### src/modular_exponentiation_encrypt_unit_macros.svh
// Assertion macros shared by the modular exponentiation encrypt unit.
`ifndef MODULAR_EXPONENTIATION_ENCRYPT_UNIT_MACROS_SVH
`define MODULAR_EXPONENTIATION_ENCRYPT_UNIT_MACROS_SVH

// Consequent must hold in the same cycle as the antecedent.
`define MEE_ASSERT_NOW(label, ante, cons, msg) \
  label: assert property (@(posedge clk) disable iff (rst) (ante) |-> (cons)) \
    else $error(msg);

// Consequent must hold in the cycle after the antecedent.
`define MEE_ASSERT_NEXT(label, ante, cons, msg) \
  label: assert property (@(posedge clk) disable iff (rst) (ante) |=> (cons)) \
    else $error(msg);

`endif

### src/mee_pkg.sv
// Shared constants and the modular multiply step for the modular exponentiation encrypt unit.
package mee_pkg;

  localparam int DATA_W        = 31;
  localparam int MSG_W         = 8;
  localparam int CFG_IDX_W     = 1;
  localparam int STEP_W        = $clog2(DATA_W + 1);
  localparam int WIDTH_DEFAULT = 32;

  localparam logic [CFG_IDX_W-1:0] REG_MODULUS  = 1'b0;
  localparam logic [CFG_IDX_W-1:0] REG_EXPONENT = 1'b1;

  localparam logic [DATA_W-1:0] MODULUS_RESET  = 31'd3233;
  localparam logic [DATA_W-1:0] EXPONENT_RESET = 31'd17;
  localparam logic [DATA_W-1:0] MODULUS_MIN    = 31'd2;

  // One step of interleaved modular multiplication: (2r + bit*a) mod n.
  // With r < n and a < n the sum stays below 3n, so at most one subtraction, of n or 2n.
  function automatic logic [DATA_W-1:0] modmul_step(input logic [DATA_W-1:0] r,
                                                    input logic [DATA_W-1:0] a,
                                                    input logic              b_bit,
                                                    input logic [DATA_W-1:0] n);
    logic [DATA_W+1:0] t;
    logic [DATA_W+1:0] n1;
    logic [DATA_W+1:0] n2;
    t  = {1'b0, r, 1'b0} + {2'b00, (a & {DATA_W{b_bit}})};
    n1 = {2'b00, n};
    n2 = {1'b0, n, 1'b0};
    priority if (t >= n2) begin
      t = t - n2;
    end else if (t >= n1) begin
      t = t - n1;
    end else begin
      t = t;
    end
    return t[DATA_W-1:0];
  endfunction

endpackage

### src/modular_exponentiation_encrypt_unit.sv
// Top level of the modular exponentiation encrypt unit (RSA c = m^e mod n per character).
//
// Each request carries one character code and a last-character flag; the unit returns
// one ciphertext value m^e mod n with the flag copied through. Modulus n (index 0) and
// public exponent e (index 1) are written through the cfg port; the user must write
// them only while the unit is idle, as the unit does not enforce this. They reset to
// 3233 and 17. The exponent is scanned MSB first over WIDTH bits; bits of e at and
// above WIDTH are ignored. A modulus below two gives 0. All arithmetic runs through
// one shared modular multiply-step unit that retires one multiplier bit per cycle.
// msg_ready is high only while no request is in work; a finished ciphertext waits in
// the output register, so the next request can start before it is taken.
`include "modular_exponentiation_encrypt_unit_macros.svh"

module modular_exponentiation_encrypt_unit #(
  parameter int WIDTH = mee_pkg::WIDTH_DEFAULT
) (
  input  logic                             clk,
  input  logic                             rst,
  // configuration write channel
  input  logic                             cfg_valid,
  output logic                             cfg_ready,
  input  logic [mee_pkg::CFG_IDX_W-1:0]    cfg_index,
  input  logic [mee_pkg::DATA_W-1:0]       cfg_data,
  // message request channel
  input  logic                             msg_valid,
  output logic                             msg_ready,
  input  logic [mee_pkg::MSG_W-1:0]        message_char,
  input  logic                             last_char,
  // ciphertext channel
  output logic                             cipher_valid,
  input  logic                             cipher_ready,
  output logic [mee_pkg::DATA_W-1:0]       cipher_value,
  output logic                             last_out
);

  localparam int DATA_W    = mee_pkg::DATA_W;
  localparam int MSG_W     = mee_pkg::MSG_W;
  localparam int STEP_W    = mee_pkg::STEP_W;
  localparam int EXP_CNT_W = $clog2(WIDTH + 1);

  // Sequencer: reduce the base, then per exponent bit a square and maybe a multiply.
  typedef enum logic [4:0] {
    S_IDLE   = 5'b00001,
    S_REDUCE = 5'b00010,
    S_SQUARE = 5'b00100,
    S_MULT   = 5'b01000,
    S_HOLD   = 5'b10000
  } state_t;

  state_t                 state;

  logic [DATA_W-1:0]      modulus;
  logic [DATA_W-1:0]      public_exponent;

  logic [DATA_W-1:0]      acc;        // running power, also the finished result
  logic [DATA_W-1:0]      base;       // m mod n
  logic [DATA_W-1:0]      mul_a;      // multiplicand, always below n
  logic [DATA_W-1:0]      mul_b;      // multiplier, scanned MSB first
  logic [DATA_W-1:0]      mul_r;      // partial product mod n
  logic [STEP_W-1:0]      step_cnt;   // multiplier bits left
  logic [WIDTH-1:0]       exp_sh;     // exponent bits, MSB is the current one
  logic [EXP_CNT_W-1:0]   exp_cnt;    // exponent bits left, current one included
  logic                   last_q;

  logic [DATA_W-1:0]      mul_next;
  logic                   mul_done;
  logic                   last_bit;
  logic                   small_mod;
  logic                   msg_accept;
  logic                   out_free;

  assign cfg_ready  = 1'b1;
  assign msg_ready  = (state == S_IDLE);
  assign msg_accept = msg_valid && msg_ready;
  assign out_free   = !cipher_valid || cipher_ready;

  assign mul_next  = mee_pkg::modmul_step(mul_r, mul_a, mul_b[DATA_W-1], modulus);
  assign mul_done  = (step_cnt == STEP_W'(1));
  assign last_bit  = (exp_cnt == EXP_CNT_W'(1));
  assign small_mod = (modulus < mee_pkg::MODULUS_MIN);

  // Configuration registers.
  always_ff @(posedge clk) begin
    if (rst) begin
      modulus         <= mee_pkg::MODULUS_RESET;
      public_exponent <= mee_pkg::EXPONENT_RESET;
    end else if (cfg_valid && cfg_ready) begin
      if (cfg_index == mee_pkg::REG_MODULUS) begin
        modulus <= cfg_data;
      end else if (cfg_index == mee_pkg::REG_EXPONENT) begin
        public_exponent <= cfg_data;
      end
    end
  end

  // Control: sequencer state and output valid.
  always_ff @(posedge clk) begin
    if (rst) begin
      state        <= S_IDLE;
      cipher_valid <= 1'b0;
    end else begin
      // a new result may load in the same cycle the old one is taken
      if (state == S_HOLD && out_free) begin
        cipher_valid <= 1'b1;
      end else if (cipher_valid && cipher_ready) begin
        cipher_valid <= 1'b0;
      end
      unique case (state)
        S_IDLE: begin
          if (msg_valid) begin
            state <= small_mod ? S_HOLD : S_REDUCE;
          end
        end
        S_REDUCE: begin
          if (mul_done) begin
            state <= S_SQUARE;
          end
        end
        S_SQUARE: begin
          if (mul_done) begin
            if (exp_sh[WIDTH-1]) begin
              state <= S_MULT;
            end else if (last_bit) begin
              state <= S_HOLD;
            end
          end
        end
        S_MULT: begin
          if (mul_done) begin
            state <= last_bit ? S_HOLD : S_SQUARE;
          end
        end
        S_HOLD: begin
          if (out_free) begin
            state <= S_IDLE;
          end
        end
        default: state <= S_IDLE;
      endcase
    end
  end

  // Datapath: operand loading, multiply steps, exponent scan, result register.
  always_ff @(posedge clk) begin
    unique case (state)
      S_IDLE: begin
        if (msg_accept) begin
          acc      <= small_mod ? '0 : DATA_W'(1);
          last_q   <= last_char;
          exp_sh   <= WIDTH'(public_exponent);
          exp_cnt  <= EXP_CNT_W'(WIDTH);
          // m mod n as 1 * m, scanning the eight bits of m
          mul_a    <= DATA_W'(1);
          mul_b    <= {message_char, {(DATA_W - MSG_W){1'b0}}};
          mul_r    <= '0;
          step_cnt <= STEP_W'(MSG_W);
        end
      end
      S_REDUCE, S_SQUARE, S_MULT: begin
        if (mul_done) begin
          mul_r    <= '0;
          step_cnt <= STEP_W'(DATA_W);
          if (state == S_REDUCE) begin
            base  <= mul_next;
            mul_a <= acc;
            mul_b <= acc;
          end else if (state == S_SQUARE && exp_sh[WIDTH-1]) begin
            acc   <= mul_next;
            mul_a <= mul_next;
            mul_b <= base;
          end else begin
            // square with a clear bit, or multiply: move to the next exponent bit
            acc     <= mul_next;
            mul_a   <= mul_next;
            mul_b   <= mul_next;
            exp_sh  <= exp_sh << 1;
            exp_cnt <= exp_cnt - EXP_CNT_W'(1);
          end
        end else begin
          mul_r    <= mul_next;
          mul_b    <= mul_b << 1;
          step_cnt <= step_cnt - STEP_W'(1);
        end
      end
      S_HOLD: begin
        if (out_free) begin
          cipher_value <= acc;
          last_out     <= last_q;
        end
      end
      default: begin
      end
    endcase
  end

  // Residues stay reduced while a multiply is running.
  `MEE_ASSERT_NOW(a_acc_reduced, (state == S_SQUARE || state == S_MULT), (acc < modulus), "accumulator not below modulus")
  `MEE_ASSERT_NOW(a_partial_reduced, (state == S_REDUCE || state == S_SQUARE || state == S_MULT), (mul_r < modulus && mul_a < modulus), "multiply operand or partial not below modulus")
  `MEE_ASSERT_NOW(a_exp_left, (state == S_SQUARE || state == S_MULT), (exp_cnt != '0 && step_cnt != '0), "exponent or step counter ran out while busy")
  `MEE_ASSERT_NEXT(a_start, msg_accept, (state != S_IDLE), "accepted request did not start work")

endmodule
### config.mk
export PLATFORM = sky130hd
export DESIGN_NAME = modular_exponentiation_encrypt_unit
export DESIGN_NICKNAME = d
export VERILOG_FILES = /design/src/mee_pkg.sv /design/src/modular_exponentiation_encrypt_unit.sv
export VERILOG_INCLUDE_DIRS = /design/src /design/src/src
export SDC_FILE = /design/constraint.sdc
export NUM_CORES = 1
export LEC_CHECK = 0
export BUFFER_PORTS_ARGS = -buffer_cell sky130_fd_sc_hd__buf_2
export CELL_PAD_IN_SITES_DETAIL_PLACEMENT = 0
export CELL_PAD_IN_SITES_GLOBAL_PLACEMENT = 1
export CORE_MARGIN = 4
export CORE_UTILIZATION = 40
export CTS_BUF_LIST = sky130_fd_sc_hd__clkbuf_8 sky130_fd_sc_hd__clkbuf_16
export CTS_CLUSTER_DIAMETER = 100
export CTS_CLUSTER_SIZE = 25
export DETAILED_ROUTE_END_ITERATION = 16
export PLACE_DENSITY = 0.79
export SLEW_MARGIN = 20
export SYNTH_ARGS = -nofsm -noshare
export SYNTH_HDL_FRONTEND = slang
export SYNTH_SLANG_ARGS = --single-unit
### constraint.sdc
create_clock -name clk -period 8.5 [get_ports clk]
set_clock_uncertainty 0.1 [all_clocks]
set_input_delay 2.125 -clock clk [delete_from_list [all_inputs] [get_ports clk]]
set_output_delay 2.125 -clock clk [all_outputs]
set_load 0.02 [all_outputs]
==> impl_metrics.py, run 1 <==
metrics = {
    "floorplanning": {
        "core_area_sq_mm": 0.0411,
        "die_x_um": 213,
        "num_rows": 74,
        "initial_core_util_pct": 40.8,
        "die_height_um": 213,
        "pin_count": 81,
        "die_area_sq_mm": 0.0453,
    },
    "logic_synthesis": {
        "netlist_instances": 1847,
        "synthAdderAreaFrac_pct": 7.52,
        "synth_compound_area_share_pct": 20.8,
        "synth_top_area_share_pct": 36.0,
        "synth-xor-area-share_pct": 4.08,
        "synth_cell_types": 90,
        "synth-edff-count": 201,
        "synth_top_family_by_area": "compound AO/OA/AOI/OAI gates",
        "synth_area_leader_cell": "edfxtp_1",
        "synth_area_leaders": "edfxtp_1 (36%), dfxtp_1 (8.1%), nand2_1 (7.3%)",
        "syn_area_sq_mm": 0.0168,
        "synthMuxAreaShare_pct": 0.910,
        "syn-num-nets": 1992,
        "yosysSeqAreaShare_pct": 44.1,
        "synthFlopType": "edfxtp_1",
        "ys.warnings.count": 0,
        "syn_avg_cell_area_sq_um": 9.09,
        "async_flop_share_pct": 0,
        "synth_simple_gate_area_share_pct": 18.5,
        "ys_ff_latch": 269,
    },
    "place": {
        "place_area_sq_mm": 0.0176,
        "hpwl_um": 37000,
        "dpl.cell_count": 2385,
        "gp_congestion": 0.945,
        "port_buffers": 79,
    },
    "global_route": {
        "grt_pass1_wl_um": 77300,
        "grt_max_degree": 69,
        "antenna_found_initial": 0,
        "overflow": 0,
        "grt_use_total_pct": 21.4,
        "first_global_vias": 13500,
    },
    "cts": {
        "post_cts_buffers": 0,
        "worstSkewPairLatency_ns": 0.51,
        "cts_root_buf": "clkbuf_16",
        "cts.sinks": 269,
        "clkTransAtPathRegs_ns": 0.10,
        "clock_path_buffers": 3,
        "cts_resized": 0,
        "ctsHoldBuffers": 0,
        "numCtsBuffers": 14,
        "cts_tree": "yes",
        "h-tree-depth": 1,
    },
    "layout": {
        "nets": 2014,
        "diodes": 0,
        "finalInstanceArea_sq_mm": 0.0181,
        "drive_gt1_share_pct": 9.06,
        "fillers": 4081,
        "stdcell_count": 2409,
        "area_growth_pct": 7.66,
    },
    "worst_setup_path": {
        "required_ns": 8.67,
        "cp_common_cell": "o21ai_0",
        "crit_arrival_ns": 7.47,
        "critical_path.endpoint_type": "register",
        "path_class": "register to register",
        "path_cells": "and2_1 > ha_1 > fa_1 > a21oi_1 > o211a_1 > o21ai_0 > a21o_1 > a21oi_1 > xnor2_1 > ha_1 > and4_1 > a32oi_1 > o21ai_0 > a211oi_1 > o21ai_0 > a2111oi_4 > buf_4 > nor2_1 > a221o_1 > a221o_1",
        "cpMaxStageDelayCell": "a2111oi_4",
        "critPathBufInv": 1,
        "start_kind": "register",
        "path_delay_family": "compound AO/OA/AOI/OAI gates",
        "crit_fanout": 31,
        "timing.critical_path.slowest_cell_delay_ns": 0.75,
    },
    "drt": {
        "wl_um": 49300,
        "ant_nets": 0,
        "drc": 0,
        "dr.pass1.iters": 5,
        "vias": 13900,
        "drt_iter0_drc": 1181,
        "wire_per_inst_um": 20.5,
        "via_per_inst": 5.78,
    },
    "timing": {
        "period_needed_ns": 7.31,
        "fin_tns_setup_ns": 0,
        "slew_violations": 0,
        "rsz0062_at_grt": "no",
        "setup_viol": 0,
        "hold_viol_final": 0,
        "tightest_slew_ns": 1.14,
        "slew_headroom_pct": 23.4,
        "timing.fmax_ghz": 0.137,
        "finalCritPeriodShare_pct": 86.0,
    },
    "flow_run": {
        "max_cap_viol_count": 0,
    },
    "min_path": {
        "holdCritPathClass": "register to register",
    },
    "outcome": {
        "outcome": "complete, no violations",
    },
}
[metal layers]
| metal | vias up | GRT usage, % | routed length [um] |
|---|---|---|---|
| met2 | 392 | 35.4 | 22900 |
| met3 | 73 | 2.81 | 2620 |
| met5 | - | 0 | 0 |
| met4 | 0 | 5.49 | 1360 |
| li1 | 6759 | - | - |
| met1 | 6707 | 29.8 | 22400 |
[layout by cell type (no fill, tap or decap), types with 28 or more instances in the layout]
cell        n
nand2_1   326
edfxtp_1  201
a21oi_1   182
nor2_1    122
o21ai_0    98
ha_1       96
inv_1      92
buf_2      79
dfxtp_1    68
and2_1     52
xnor2_1    47
a21o_1     40
nand3_1    33
nor3_1     28
xor2_1     28
[sequential cells by signal, indices dropped and copies added, names as in the netlist, 5 cells and up]
name / flops
modulus: 31
exp_cnt: 6
base: 31
mul_b: 31
step_cnt: 5
mul_a: 30
public_exponent: 31
mul_r: 31
state: 5
exp_sh: 32
cipher_value: 31
[metrics by stage]
stage                     worst slack (ns)  utilization [%]  hold slack (ns)
after floorplan                       2.01                -            0.300
after global placement                1.48             42.9            0.308
after detailed placement              1.35             42.9            0.318
after CTS                             1.31             43.9            0.342
after global routing                 0.703             43.9            0.349
final                                 1.19             43.9            0.338
[logic make-up after synthesis]
logic type / Yosys count
xor gates and xnor gates: 76
adders and majority gates: 99
muxes: 14
buffers and inverters: 177
and+or+nand+nor: 678
DFF: 269
AOI/OAI and AO/OA: 533
other: 1
[cell type report]
class                           instances  area [sq um]  share of cell area, %
Multi-Input combinational cell       1401          8740                   48.4
Sequential cell                       269          7400                   40.9
Timing Repair Buffer                   96           523                   2.89
Clock buffer                           15           375                   2.08
Inverter                               87           327                   1.81
Tap cell                              532           666                   3.68
Clock inverter                          9          36.3                  0.201
[Yosys cell counts (6+ instances only)]
master      n
a211o_1    10
a31oi_1    18
and3_1     17
a21o_1     40
a21oi_1   182
o22ai_1    13
a22o_1     12
o21a_1     13
a21boi_0    7
xor2_1     28
nand3b_1    8
nand2_1   328
dfxtp_1    68
o21ai_0    98
a221oi_1   17
nor2_1    126
nand2b_1   10
nor4_1     14
edfxtp_1  201
nor2b_1    12
and2_1     53
nand3_1    33
nand4_1    15
o211ai_1   18
or2_2      10
nor3_1     29
buf_2       8
a211oi_1   12
xnor2_1    47
a41oi_1     6
a31o_2      6
clkbuf_1   73
o21ai_1     7
inv_1      84
o21bai_1    6
ha_1       96
mux2i_1    10
[worst paths after layout]
check,cells past startpoint,to,start,slack [ns]
max,20,mul_b[15],mul_b[30],1.19
min,0,last_out,last_q,0.34
max reg2reg,20,mul_b[15],mul_b[30],1.19
min reg2reg,0,last_out,last_q,0.34
Power of run 1 is not shown: default switching activity piles up to over one toggle a cycle in this logic, so the estimate is an artifact.
==> run 2: changes to the inputs <==
Settings changed: ABC_AREA from default to 1, PLACE_DENSITY 0.79 to 0.81.
==> run 2 against run 1 <==
Against the previous run: critical path depth rose by 8; largest cell class unchanged; wire length grew 27%; fmax is 2.7% higher.
==> impl_metrics.py, run 2 <==
metrics = {
    "timing": {
        "fin_tns_setup_ns": 0,
        "setup_viol": 0,
        "tightest_slew_ns": 1.05,
        "finalCritPeriodShare_pct": 83.7,
        "period_needed_ns": 7.12,
        "timing.fmax_ghz": 0.141,
        "rsz0062_at_grt": "no",
        "slew_violations": 0,
        "hold_viol_final": 0,
        "slew_headroom_pct": 29.7,
    },
    "layout": {
        "drive_gt1_share_pct": 8.87,
        "nets": 2631,
        "largest_reg_flops": 32,
        "final_common_cell": "nand2_1",
        "area_growth_pct": 7.46,
        "layout_common_cells": "nand2_1 (680), nor2_1 (296), inv_1 (279), edfxtp_1 (201), a21oi_1 (200)",
        "largest_register": "exp_sh",
        "finalInstanceArea_sq_mm": 0.0195,
    },
    "worst_setup_path": {
        "rr_endpoint": "mul_b[7]",
        "worstSetupEndpoint": "mul_b[7]",
        "setup.worst_path.start": "mul_b[30]",
        "reg2reg_depth": 28,
        "crit_arrival_ns": 7.29,
        "r2r_slack_ns": 1.38,
        "timing.rr.start": "mul_b[30]",
        "path_class": "register to register",
        "start_kind": "register",
        "critical_path.endpoint_type": "register",
        "crit_fanout": 32,
        "required_ns": 8.67,
        "timing.critical_path.slowest_cell_delay_ns": 0.78,
        "cp_common_cell": "nand2_1",
        "cpMaxStageDelayCell": "edfxtp_1",
    },
    "floorplanning": {
        "pin_count": 81,
        "die_x_um": 221,
        "initial_core_util_pct": 40.8,
        "die_area_sq_mm": 0.0490,
        "die_height_um": 221,
        "core_area_sq_mm": 0.0446,
        "num_rows": 77,
    },
    "logic_synthesis": {
        "synth-xor-area-share_pct": 3.13,
        "yosysMostFrequentCell": "nand2_1",
        "ys_ff_latch": 269,
        "synth_cell_types": 46,
        "netlist_instances": 2449,
        "synth_area_leader_cell": "edfxtp_1",
        "synthAdderAreaFrac_pct": 6.93,
        "ys.warnings.count": 0,
        "yosysSeqAreaShare_pct": 40.7,
        "syn_area_sq_mm": 0.0182,
        "synth-edff-count": 201,
        "synth_simple_gate_area_share_pct": 29.3,
        "synth_top_area_share_pct": 33.2,
        "syn_avg_cell_area_sq_um": 7.43,
        "synthMuxAreaShare_pct": 0,
        "synth_area_leaders": "edfxtp_1 (33%), nand2_1 (14%), dfxtp_1 (7.5%)",
        "synth_compound_area_share_pct": 11.8,
        "netlist_top_cells_count": "nand2_1 (681), nor2_1 (300), inv_1 (276), edfxtp_1 (201), a21oi_1 (200)",
        "synthFlopType": "edfxtp_1",
        "async_flop_share_pct": 0,
        "synth_top_family_by_area": "simple AND/OR/NAND/NOR gates",
        "syn-num-nets": 2594,
    },
    "drt": {
        "ant_nets": 0,
        "via_per_inst": 5.38,
        "drc": 0,
        "vias": 16600,
        "drt_iter0_drc": 1529,
        "dr.pass1.iters": 6,
        "wl_um": 62600,
        "wire_per_inst_um": 20.3,
    },
    "cts": {
        "post_cts_buffers": 0,
        "clkTransAtPathRegs_ns": 0.10,
        "cts.sinks": 269,
        "cts_root_buf": "clkbuf_16",
        "ctsHoldBuffers": 0,
        "h-tree-depth": 1,
        "numCtsBuffers": 14,
        "worstSkewPairLatency_ns": 0.53,
        "clock_path_buffers": 3,
        "cts_tree": "yes",
        "cts_resized": 0,
    },
    "place": {
        "gp_congestion": 0.978,
        "hpwl_um": 49000,
        "port_buffers": 79,
        "place_area_sq_mm": 0.0192,
    },
    "global_route": {
        "first_global_vias": 15800,
        "grt_max_degree": 71,
        "antenna_found_initial": 0,
        "overflow": 0,
        "grt_pass1_wl_um": 94800,
        "grt_use_total_pct": 24.5,
    },
    "outcome": {
        "outcome": "complete, no violations",
    },
    "min_path": {
        "holdCritPathClass": "register to register",
    },
    "flow_run": {
        "max_cap_viol_count": 0,
    },
}
-- run 2: through the flow --
step | setup slack (ns) | cells | hold WS [ns] | util (%)
after global placement | 1.55 | 3062 | 0.302 | 42.9
after global routing | 1.01 | 3083 | 0.358 | 43.8
after CTS | 1.50 | 3083 | 0.337 | 43.8
after detailed placement | 1.58 | 3062 | 0.307 | 42.9
final | 1.38 | 3084 | 0.334 | 43.8
after floorplan | 1.90 | 2449 | 0.300 | -
-- run 2: worst min path at each step --
stage            from       end  slack (ns)  cells past startpoint
2_1_floorplan  last_q  last_out        0.30                      0
3_3_place_gp   last_q  last_out        0.30                      0
3_5_place_dp   last_q  last_out        0.31                      0
4_1_cts        last_q  last_out        0.34                      0
5_1_grt        last_q  last_out        0.36                      0
6_report       last_q  last_out        0.33                      0
-- run 2: logic make-up after synthesis --
family / after synthesis
other: 1
buffers and inverters: 374
AND/OR/NAND/NOR: 1248
XOR/XNOR: 65
adder cells (fa/ha/maj): 99
AO/OA/AOI/OAI: 393
flip-flops: 269
-- run 2: critical path, delay by kind of cell, from the launching register on --
family / cells / cell delay, ns
flops: 1 / 0.78
simple gates: 17 / 3.24
buf+inv: 4 / 0.66
compound gates: 3 / 0.47
fa+ha+maj: 3 / 1.02
xor+xnor: 1 / 0.55
-- run 2: routing by layer --
layer	global-route usage (%)	share of wire (%)	up-vias
met5	0	0	-
met4	7.57	3.2	0
met3	2.25	6.0	76
met2	39.7	45	509
met1	35.1	45	7927
li1	-	-	8065
-- run 2: layout make-up --
type / count / area (sq um)
flip-flops and latches: 269 / 7400
well taps: 592 / 741
multi-input cells: 1806 / 9360
inverters: 297 / 1110
clock inverters: 7 / 41.3
clock buffers: 14 / 350
diodes: 1 / 2.50
repair buffers: 98 / 538
fillers: 4543 / 25100
Power of run 2 is left out for the same reason.
